$ cat src/sv/jfpc_pkg.sv
// Shared types, codes and helpers for the JPEG frame process checker.
package jfpc_pkg;

  localparam logic [7:0] BYTE_FILL = 8'hFF;
  localparam logic [7:0] CODE_SOI  = 8'hD8;
  localparam logic [7:0] CODE_SOS  = 8'hDA;
  localparam logic [7:0] CODE_EOI  = 8'hD9;
  localparam logic [7:0] CODE_TEM  = 8'h01;
  localparam logic [7:0] CODE_RST0 = 8'hD0;
  localparam logic [7:0] CODE_RST7 = 8'hD7;
  localparam logic [7:0] CODE_SOF0 = 8'hC0;
  localparam logic [7:0] CODE_SOF2 = 8'hC2;
  localparam logic [7:0] CODE_SOF_LAST = 8'hCF;
  localparam logic [7:0] CODE_DHT  = 8'hC4;
  localparam logic [7:0] CODE_JPG  = 8'hC8;
  localparam logic [7:0] CODE_DAC  = 8'hCC;

  typedef enum logic [2:0] {
    V_ACCEPTED    = 3'd0,
    V_BAD_SIG     = 3'd1,
    V_MALFORMED   = 3'd2,
    V_UNSUPPORTED = 3'd3,
    V_NO_FRAME    = 3'd4
  } verdict_t;

  typedef enum logic [2:0] {
    PH_SIG0  = 3'd0,
    PH_SIG1  = 3'd1,
    PH_MARK  = 3'd2,
    PH_FILL  = 3'd3,
    PH_LENHI = 3'd4,
    PH_LENLO = 3'd5,
    PH_SKIP  = 3'd6,
    PH_DONE  = 3'd7
  } phase_t;

  typedef struct packed {
    logic       valid;
    verdict_t   verdict;
    logic [7:0] code;
  } jfpc_result_t;

  typedef struct packed {
    phase_t       phase;
    jfpc_result_t result;
  } jfpc_status_t;

  // Start-of-frame codes: C0..CF apart from DHT, JPG and DAC.
  function automatic logic is_frame_code(input logic [7:0] c);
    logic in_range;
    in_range = (c >= CODE_SOF0) && (c <= CODE_SOF_LAST);
    return in_range && (c != CODE_DHT) && (c != CODE_JPG) && (c != CODE_DAC);
  endfunction

  function automatic logic is_standalone(input logic [7:0] c);
    return (c == CODE_TEM) || ((c >= CODE_RST0) && (c <= CODE_RST7));
  endfunction

endpackage

$ cat src/sv/jfpc_walker.sv
// Marker segment walker: phase, length and skip count, and the per-byte verdict.
module jfpc_walker
  import jfpc_pkg::*;
(
  input  logic         clk,
  input  logic         rst,
  input  logic         fire,
  input  logic [7:0]   data_byte,
  input  logic         final_byte,
  output jfpc_status_t status
);

  phase_t       phase, phase_next;
  logic [15:0]  skip_left, skip_left_next;
  logic [7:0]   length_high, length_high_next;
  jfpc_result_t res;
  logic         active;
  logic [15:0]  seg_len;
  logic [15:0]  skip_dec;

  assign seg_len  = {length_high, data_byte};
  assign skip_dec = skip_left - {15'd0, (skip_left != 16'd0)};

  always_comb begin
    phase_next       = phase;
    skip_left_next   = skip_left;
    length_high_next = length_high;
    res.valid        = 1'b0;
    res.verdict      = V_NO_FRAME;
    res.code         = 8'd0;
    active           = 1'b1;

    unique case (phase)
      PH_SIG0: begin
        if (data_byte != BYTE_FILL || final_byte) begin
          res.valid   = 1'b1;
          res.verdict = V_BAD_SIG;
        end else begin
          phase_next = PH_SIG1;
        end
      end
      PH_SIG1: begin
        if (data_byte != CODE_SOI) begin
          res.valid   = 1'b1;
          res.verdict = V_BAD_SIG;
        end else begin
          phase_next = PH_MARK;
        end
      end
      PH_MARK: begin
        if (data_byte != BYTE_FILL) begin
          res.valid   = 1'b1;
          res.verdict = V_MALFORMED;
        end else begin
          phase_next = PH_FILL;
        end
      end
      PH_FILL: begin
        if (data_byte == BYTE_FILL) begin
          phase_next = PH_FILL;
        end else if (is_frame_code(data_byte)) begin
          res.valid   = 1'b1;
          res.verdict = (data_byte == CODE_SOF0 || data_byte == CODE_SOF2) ?
                        V_ACCEPTED : V_UNSUPPORTED;
          res.code    = data_byte;
        end else if (data_byte == CODE_SOS || data_byte == CODE_EOI) begin
          res.valid   = 1'b1;
          res.verdict = V_NO_FRAME;
        end else if (is_standalone(data_byte)) begin
          phase_next = PH_MARK;
        end else begin
          phase_next = PH_LENHI;
        end
      end
      PH_LENHI: begin
        length_high_next = data_byte;
        phase_next       = PH_LENLO;
      end
      PH_LENLO: begin
        if (seg_len < 16'd2) begin
          res.valid   = 1'b1;
          res.verdict = V_NO_FRAME;
        end else if (seg_len == 16'd2) begin
          phase_next = PH_MARK;
        end else begin
          skip_left_next = seg_len - 16'd2;
          phase_next     = PH_SKIP;
        end
      end
      PH_SKIP: begin
        skip_left_next = skip_dec;
        if (skip_dec == 16'd0) phase_next = PH_MARK;
      end
      PH_DONE: begin
        active = 1'b0;
      end
      default: begin
        active = 1'b0;
      end
    endcase

    // File ran out before anything decided it
    if (!res.valid && active && final_byte) begin
      res.valid   = 1'b1;
      res.verdict = V_NO_FRAME;
    end

    if (final_byte) begin
      phase_next       = PH_SIG0;
      skip_left_next   = 16'd0;
      length_high_next = 8'd0;
    end else if (res.valid) begin
      phase_next = PH_DONE;
    end
  end

  always_ff @(posedge clk) begin
    if (rst) begin
      phase       <= PH_SIG0;
      skip_left   <= 16'd0;
      length_high <= 8'd0;
    end else if (fire) begin
      phase       <= phase_next;
      skip_left   <= skip_left_next;
      length_high <= length_high_next;
    end
  end

  assign status.phase  = phase;
  assign status.result = res;

endmodule

$ cat config.mk
export PLATFORM = sky130hd
export DESIGN_NAME = jfpc_walker
export DESIGN_NICKNAME = d
export VERILOG_FILES = /design/src/sv/jfpc_pkg.sv /design/src/sv/jfpc_walker.sv
export SDC_FILE = /design/constraint.sdc
export NUM_CORES = 1
export LEC_CHECK = 0
export BUFFER_PORTS_ARGS = -buffer_cell sky130_fd_sc_hd__buf_2
export CORE_ASPECT_RATIO = 1.75
export CORE_UTILIZATION = 35
export CTS_BUF_LIST = sky130_fd_sc_hd__clkbuf_8
export DETAILED_ROUTE_END_ITERATION = 8
export PLACE_DENSITY = 0.61
export SLEW_MARGIN = 10
export SYNTH_ARGS = -nofsm -noshare
export SYNTH_HDL_FRONTEND = slang
export SYNTH_SLANG_ARGS = --single-unit
$ cat constraint.sdc
create_clock -name clk -period 5.25 [get_ports clk]
set_input_delay 0.2625 -clock clk [delete_from_list [all_inputs] [get_ports clk]]
set_output_delay 0.2625 -clock clk [all_outputs]
set_load 0.005 [all_outputs]
==> summary.md, run 1 <==
| Metric | Value |
|---|---|
| Status | `finished clean` |
| Effective utilization at floorplan | `36.8%` |
| CP required | `about 5400 ps` |
| Placed wire-length estimate after detailed placement | `between 5000 and 6000 um` |
| Via density per instance | `between 6 and 7` |
| # setup viols final | `0` |
| Path depth of the worst reg2reg path | `11` |
| Number of DRC markers after the initial detailed-route iteration | `slightly above 90` |
| Seq/Total Area, Yosys | `between 20 and 25%` |
| ANT cells | `0` |
| Count of non-filler cells in the finished layout | `413` |
| Number of flops mapped to enable cells by yosys | `0` |
| Antenna violations before repair | `0` |
| Setup slack, reg-to-reg | `roughly 1700 ps` |
| CTS Hold Buffers Added | `0` |
| GRT Resource Usage Total | `between 20% and 30%` |
| # rows | `39` |
| Launch instance of the worst register-to-register path | `skip_left[6]$_SDFFE_PP0P_` |
| Number of nets in the layout | `about 350` |
| Num ports | `27` |
| Number of detailed-route iterations in the first pass | `4` |
| Number of clock sinks | `27` |
| Area growth from synthesis to layout | `6.97%` |
| Sum of routed wire length over all layers | `between 7000 and 8000 um` |
| Actual slew at the worst max-slew pin | `around 1000 ps` |
| Class of the worst hold path | `primary input to flip-flop` |
| Flip-flop cell with the highest count after synthesis | `dfxtp_1` |
| Drc violations | `0` |
| Clock network latency to the later pin of the worst-skew pair | `roughly 300 ps` |
| H-tree levels | `1` |
| Vias in the first global route | `around 2,500` |
| YS warnings | `0` |
| Clock tree root driver cell | `clkbuf_8` |
| #FFs+latches synth | `27` |
| Overall overflow remaining after global route | `0` |
| Post-synth cell types | `between 60 and 70` |
| Share of the synthesized area in the top cell type | `between 20% and 30%` |
| Synth top area cells | `dfxtp_1 22%, a21oi_1 5.7%, o21ai_0 5.1%, xor2_1 4.3%, clkbuf_1 3.5%` |
| Placeable core region | `roughly 6600 um2` |
| Buffers on Ports | `24` |
| Maximum fanout encountered on the critical timing path | `12` |
| Crit Reg-Reg Endpoint | `phase[1]$_SDFFE_PP0P_` |
| Hold path cells | `3` |
| Worst-case clock buffer depth | `2` |
| CTS clk-pin slew, worst paths | `between 100 and 150 ps` |
| Die span in y | `between 100 and 150 um` |
| CTS tree | `built` |
| Mean Syn Cell Area | `between 7 and 8 um2` |
| Post-synthesis async set-or-reset flop share | `0%` |
| Fin crit period | `3540 ps` |
| Achievable clock frequency | `around 280 MHz` |
| Post-route ant nets | `0` |
| Worst Hold Margin | `between 300 and 400 ps` |
| Setup repair after global routing missed its margin | `false` |
| Syn Inst Count | `around 330` |
| P_leak | `between 0.0009 and 0.001 uW` |
| Category of the worst setup path capture point | `flip-flop` |
| Number of setup buffers added after CTS | `0` |
| CP startpoint kind | `flip-flop` |
| Post-route clock period utilization | `67.4%` |
| Max_slew headroom | `a little under a third` |
| Fraction of final layout cells with drive strength greater than 1 | `a little over an eighth` |
| Crit path DAT | `approximately 3700 ps` |
| Maximum number of pins on one net before global-route repair | `33` |
| Post-synth top area cell | `dfxtp_1` |
| Die Footprint | `7330 um2` |
| Total area of sequential cells | `roughly 540 um2` |
| Power per cell area | `about 210 nW/um2` |
| Capture endpoint of the worst hold path | `length_high[6]$_SDFFE_PP0P_` |
| Final weighted congestion of routability-driven global placement | `0.915` |
| Die outline width | `65.1 um` |
| Global-route wire length before repair | `12,400 um` |
| Mean routed wirelength per cell | `approximately 18 um` |
| Post-Syn Area | `2440 um2` |
| Overall via count from detail_route | `2,502` |
| Worst-case vdd ir drop | `0.122 mV` |
| Final max-slew violation count | `0` |
| Worst min-delay path startpoint | `data_byte[6]` |
| Number of instances resized during post-cts repair | `0` |
| Footprint of the multi-input gates | `~1800 um2` |
| WS Path Type | `flip-flop to flip-flop` |
| Layout fillers | `roughly 740` |
| Number of buffers added by the clock tree synthesis step | `3` |
| Setup TNS | `0 ps` |
| Overall power of the completed layout | `about 550 uW` |
| Final worst clock skew | `8.37 ps` |
| Number of instances in the placed design | `409` |
| Maximum capacitance violations | `0` |
| Number of hold violations in the final report | `0` |
[metrics by stage]
step,utilization [%],area [um2],setup slack (ps)
finish,39.3,2610,1710
global route,39.3,2610,1500
CTS,39.3,2610,1710
detailed placement,38.6,2560,1730
global placement,38.6,2560,1820
floorplan,-,2440,2120
[where the power goes]
| part | total [uW] | leakage (uW) | switching [uW] | internal (uW) |
|---|---|---|---|---|
| sequential | 224 | 0.000219 | 13.4 | 210 |
| combinational | 191 | 0.000705 | 117 | 74.1 |
| clock | 136 | 0.0000261 | 79.6 | 56.3 |
[cells in the final DEF (no fill, tap or decap), types with 7 or more instances in the layout]
cell type / instances
nor2_1: 17
buf_2: 24
dfxtp_1: 27
nor2b_1: 11
nand4b_1: 7
nand4_1: 7
inv_1: 7
xnor2_1: 8
nand2_1: 22
xor2_1: 12
o21ai_0: 25
a21oi_1: 28
nand3_1: 13
or4_1: 8
nor3_1: 11
[cells in the mapped netlist, drive strengths merged, types with 3 or more instances]
library cell	number
nor4	8
clkbuf	23
xnor2	8
or2	5
nand3	13
or3	4
mux2i	6
or4	9
a211oi	4
inv	7
nand3b	3
nor3	12
nor2	17
and3	6
nand2	22
dfxtp	27
nand4b	7
buf	6
o311ai	4
o21ai	26
nor2b	11
nand4	7
a22o	3
and3b	3
xor2	12
ha	4
and2	6
a21oi	28
a31oi	4
[critical path, cell delays in order, from the launching register on]
cell     delay [ps]
dfxtp_1         390
or4_4           600
or2_2           330
nor3_1          140
nand3_1          90
ha_1            260
ha_1            330
or2_2           360
a311o_1         350
a32oi_1         190
a31oi_1         210
mux2i_1         160
[sequential cells by signal (all words and copies together) (netlist names)]
name and flops:
length_high 8, phase 3, skip_left 16
[cell type report]
cell class | instances | area share, %
inverters | 7 | 1.01
clock buffers | 3 | 1.58
well taps | 82 | 3.93
clock inverters | 1 | 0.335
flip-flops and latches | 27 | 20.7
multi-input cells | 267 | 67.3
repair buffers | 26 | 5.17
[how the worst max path moves through the flow]
stage,to,cells past startpoint,startpoint
floorplan,phase[0]$_SDFFE_PP0P_,12,skip_left[7]$_SDFFE_PP0P_
global placement,phase[0]$_SDFFE_PP0P_,11,skip_left[6]$_SDFFE_PP0P_
detailed placement,phase[2]$_SDFFE_PP0P_,11,skip_left[6]$_SDFFE_PP0P_
CTS,phase[2]$_SDFFE_PP0P_,11,skip_left[6]$_SDFFE_PP0P_
global route,phase[2]$_SDFFE_PP0P_,11,skip_left[7]$_SDFFE_PP0P_
finish,phase[1]$_SDFFE_PP0P_,11,skip_left[6]$_SDFFE_PP0P_
[per-layer routing]
metal	global-route usage [%]	part of all wire, %	up-vias
li1	-	-	1238
met1	23.1	40	1181
met2	41.3	53	60
met3	1.83	2.3	23
met4	13.2	4.5	0
met5	0	0	-
[kinds of logic (layout without fill, tap and decap cells)]
kind of cell	after synthesis	count (layout)	synth area share, %
AND/OR/NAND/NOR	142	142	35.1
AO/OA/AOI/OAI	92	92	24.2
buffers and inverters	36	37	6.30
flip-flops	27	27	22.1
XOR/XNOR	20	20	7.18
multiplexers	7	7	2.92
adder cells (fa/ha/maj)	4	4	2.05
other	1	2	0.154
Power figures use the tool's default switching activity.
==> run 2, diff against run 1 <==
--- a/config.mk
+++ b/config.mk
@@ -5,12 +5,13 @@
 export SDC_FILE = /design/constraint.sdc
 export NUM_CORES = 1
 export LEC_CHECK = 0
+export ABC_AREA = 1
 export BUFFER_PORTS_ARGS = -buffer_cell sky130_fd_sc_hd__buf_2
 export CORE_ASPECT_RATIO = 1.75
 export CORE_UTILIZATION = 35
 export CTS_BUF_LIST = sky130_fd_sc_hd__clkbuf_8
 export DETAILED_ROUTE_END_ITERATION = 8
-export PLACE_DENSITY = 0.61
+export PLACE_DENSITY = 0.63
 export SLEW_MARGIN = 10
 export SYNTH_ARGS = -nofsm -noshare
 export SYNTH_HDL_FRONTEND = slang
==> constraint.sdc (replaced) <==
create_clock -name clk -period 2.95 [get_ports clk]
set_input_delay 0.1475 -clock clk [delete_from_list [all_inputs] [get_ports clk]]
set_output_delay 0.1475 -clock clk [all_outputs]
set_load 0.005 [all_outputs]
==> summary.md, run 2 <==
| Metric | Value |
|---|---|
| Achievable clock frequency | `382 MHz (+35%)` |
| Vias in the first global route | `2,699 (+9.6%)` |
| Capture endpoint of the worst hold path | `length_high[1]$_SDFFE_PP0P_` |
| Antenna violations before repair | `0 (unchanged)` |
| Cell family with the largest share of critical-path delay | `simple AND/OR/NAND/NOR gates` |
| Fin crit period | `2620 ps (-919 ps)` |
| Worst-case clock buffer depth | `2 (unchanged)` |
| Sequential share of power | `35.4% (-5.2 points)` |
| # rows | `41 (+5.1%)` |
| Share of the synthesized area in the top cell type | `21.0% (-1.1 points)` |
| Status | `finished clean` |
| ANT cells | `0 (unchanged)` |
| Internal power | `658 uW (+93%)` |
| Commonest non-fill, non-tap cell in the layout | `nand2_1` |
| CP Cell Sequence | `nor2_1, nand2_1, nor3_1, nand4_1, ha_1, ha_1, nand2_2, nor2_1, nand2_1, xor2_1, nor2_4, nand3_2, nand3_2, nand3_2, nand2_1, inv_1, nor2_1` |
| Number of buffers added by the clock tree synthesis step | `3 (unchanged)` |
| Number of nets in the layout | `475 (+36%)` |
| Synth top area cells | `dfxtp_1 21%, nand2_1 17%, nor2_1 8.5%, inv_1 7.2%, a21oi_1 6.2%` |
| CP required | `3160 ps (-2270 ps)` |
| Pre-CTS setup slack | `354 ps (-1380 ps)` |
| Overall overflow remaining after global route | `0 (unchanged)` |
| Fraction of final layout cells with drive strength greater than 1 | `18.1% (+4.5 points)` |
| Placed wire-length estimate after detailed placement | `6380 um (+14%)` |
| Maximum fanout encountered on the critical timing path | `4 (-8)` |
| Max reg flops | `16 (unchanged)` |
| CP startpoint kind | `flip-flop` |
| CTS tree | `built` |
| Number of detailed-route iterations in the first pass | `4 (unchanged)` |
| Power per cell area | `420 nW/um2 (+99%)` |
| Most instantiated library cell after synthesis | `nand2_1` |
| Part of the total power dissipated in the clock network | `20.2% (-4.5 points)` |
| Final worst clock skew | `3.38 ps (-4.98 ps)` |
| Maximum number of pins on one net before global-route repair | `24 (-27%)` |
| Mean Syn Cell Area | `5.85 um2 (-21%)` |
| Die span in y | `115 um (+2.5%)` |
| Placeable core region | `7130 um2 (+7.4%)` |
| Mean routed wirelength per cell | `14.1 um (-24%)` |
| Sum of routed wire length over all layers | `7650 um (+0.29%)` |
| Die outline width | `66.8 um (+2.5%)` |
| Drc violations | `0 (unchanged)` |
| Crit path DAT | `2830 ps (-880 ps)` |
| Clock network latency to the later pin of the worst-skew pair | `300 ps (about the same)` |
| # setup viols final | `0 (unchanged)` |
| Post-route ant nets | `0 (unchanged)` |
| Setup repair after global routing missed its margin | `false` |
| Area growth from synthesis to layout | `8.72%` |
| Overall via count from detail_route | `2,803 (+12%)` |
| YS warnings | `0 (unchanged)` |
| Worst min-delay path startpoint | `data_byte[1]` |
| Worst Hold Margin | `177 ps (-126 ps)` |
| Post-route clock period utilization | `88.8% (+21 points)` |
| Post-synth cell types | `34 (-47%)` |
| Post-Syn Area | `2570 um2 (+5.2%)` |
| Seq/Total Area, Yosys | `21.0% (-1.1 points)` |
| Layout fillers | `811 (+10%)` |
| Commonest cells after routing, fill and taps aside | `115 x nand2_1, 58 x nor2_1, 49 x inv_1, 32 x a21oi_1` |
| CTS Hold Buffers Added | `0 (unchanged)` |
| Num ports | `27 (unchanged)` |
| Launch instance of the worst register-to-register path | `skip_left[8]$_SDFFE_PP0P_` |
| Crit Reg-Reg Endpoint | `phase[1]$_SDFFE_PP0P_` |
| Post-synthesis async set-or-reset flop share | `0% (unchanged)` |
| Global-route wire length before repair | `12,600 um (+1.9%)` |
| P_leak | `0.00135 uW (+42%)` |
| Switching fraction of total power | `43.9% (+5.7 points)` |
| Critical path buffer and inverter count | `1 (+1)` |
| Post-synth top area cell | `dfxtp_1` |
| #FFs+latches synth | `27 (unchanged)` |
| Setup TNS | `0 ps (unchanged)` |
| Via density per instance | `5.15 (-15%)` |
| Number of DRC markers after the initial detailed-route iteration | `53 (-43%)` |
| Count of non-filler cells in the finished layout | `544 (+32%)` |
| Largest registers | `skip_left: 16 flops, length_high: 8 flops, phase: 3 flops` |
| Hold path cells | `3 (unchanged)` |
| Switching power of the nets | `515 uW (+140%)` |
| Final max-slew violation count | `0 (unchanged)` |
| WS Path Type | `flip-flop to flip-flop` |
| Post-synth top cells | `115 x nand2_1, 58 x nor2_1, 49 x inv_1, 32 x a21oi_1` |
| GRT Resource Usage Total | `22.0% (-0.091 points)` |
| Path depth of the worst reg2reg path | `17 (+6)` |
| Critical-path cell with the highest stage delay | `dfxtp_1` |
| Number of instances in the placed design | `540 (+32%)` |
| Buffers on Ports | `24 (unchanged)` |
| Category of the worst setup path capture point | `flip-flop` |
| Crit path setup slack, layout | `331 ps (-1380 ps)` |
| H-tree levels | `1 (unchanged)` |
| Number of flops mapped to enable cells by yosys | `0 (unchanged)` |
| CTS clk-pin slew, worst paths | `100 ps (about the same)` |
| Final weighted congestion of routability-driven global placement | `0.867 (-5.2%)` |
| Largest Register | `skip_left` |
| Worst-case vdd ir drop | `0.199 mV (+63%)` |
| Footprint of the multi-input gates | `1730 um2 (-1.6%)` |
| Number of hold violations in the final report | `0 (unchanged)` |
| Syn Inst Count | `439 (+33%)` |
| Flip-flop cell with the highest count after synthesis | `dfxtp_1` |
| Number of setup buffers added after CTS | `0 (unchanged)` |
| Maximum capacitance violations | `0 (unchanged)` |
| Number of instances resized during post-cts repair | `0 (unchanged)` |
| Part of the power in combinational logic | `44.3% (+9.6 points)` |
| Die Footprint | `7700 um2 (+5.1%)` |
| Setup slack, reg-to-reg | `330 ps (-1380 ps)` |
| Clock tree root driver cell | `clkbuf_8` |
| Total area of sequential cells | `541 um2 (unchanged)` |
| Number of clock sinks | `27 (unchanged)` |
| CP peak stage delay | `360 ps (-240 ps)` |
| Class of the worst hold path | `primary input to flip-flop` |
| Effective utilization at floorplan | `36.0% (-0.76 points)` |
==> run 2: how the worst max path moves through the flow <==
stage / from / end / slack, ps / cells past startpoint
2_1_floorplan: skip_left[5]$_SDFFE_PP0P_ / phase[2]$_SDFFE_PP0P_ / 680 / 17
3_3_place_gp: skip_left[5]$_SDFFE_PP0P_ / phase[2]$_SDFFE_PP0P_ / 350 / 17
3_5_place_dp: skip_left[10]$_SDFFE_PP0P_ / phase[2]$_SDFFE_PP0P_ / 350 / 17
4_1_cts: skip_left[10]$_SDFFE_PP0P_ / phase[1]$_SDFFE_PP0P_ / 320 / 17
5_1_grt: skip_left[5]$_SDFFE_PP0P_ / phase[0]$_SDFFE_PP0P_ / 20 / 19
6_report: skip_left[8]$_SDFFE_PP0P_ / phase[1]$_SDFFE_PP0P_ / 330 / 17
==> run 2: routing by layer <==
layer	vias up	global-route usage [%]	share of wire [%]
met5	-	0	0
met4	0	19.3	7.8
met3	32	2.08	2.4
met2	60	41.7	55
met1	1260	19.7	35
li1	1451	-	-
==> run 2: logic make-up after synthesis <==
group / share of synthesized area, %
flip-flops: 21.0
other: 0.146
buffers and inverters: 11.8
AO/OA/AOI/OAI: 17.3
AND/OR/NAND/NOR: 46.7
XOR/XNOR: 1.02
adder cells (fa/ha/maj): 1.95
==> run 2: tightest hold or removal path, stage by stage <==
cell and delay (ps):
buf_2 140, nand3_1 90, a21oi_1 50
==> run 2: final cells by class <==
| type | count | share of cell area (%) |
|---|---|---|
| Clock buffer | 3 | 1.48 |
| Clock inverter | 1 | 0.269 |
| Inverter | 60 | 8.06 |
| Multi-Input combinational cell | 340 | 61.9 |
| Sequential cell | 27 | 19.4 |
| Tap cell | 86 | 3.85 |
| Timing Repair Buffer | 27 | 5.11 |
==> run 2: power groups by stage <==
stage	clock network, uW	logic, uW	registers, uW
6_report	237	520	416
2_1_floorplan	0	400	415
3_3_place_gp	0	516	423
4_1_cts	242	523	415
5_1_grt	254	590	420
3_5_place_dp	0	521	423
==> run 2: stage by stage <==
stage	util, %	cell area [um2]	power (uW)
CTS	39.2	2790	1180
floorplan	-	2570	815
global route	39.2	2790	1260
finish	39.2	2790	1170
detailed placement	38.5	2740	944
global placement	38.5	2740	939
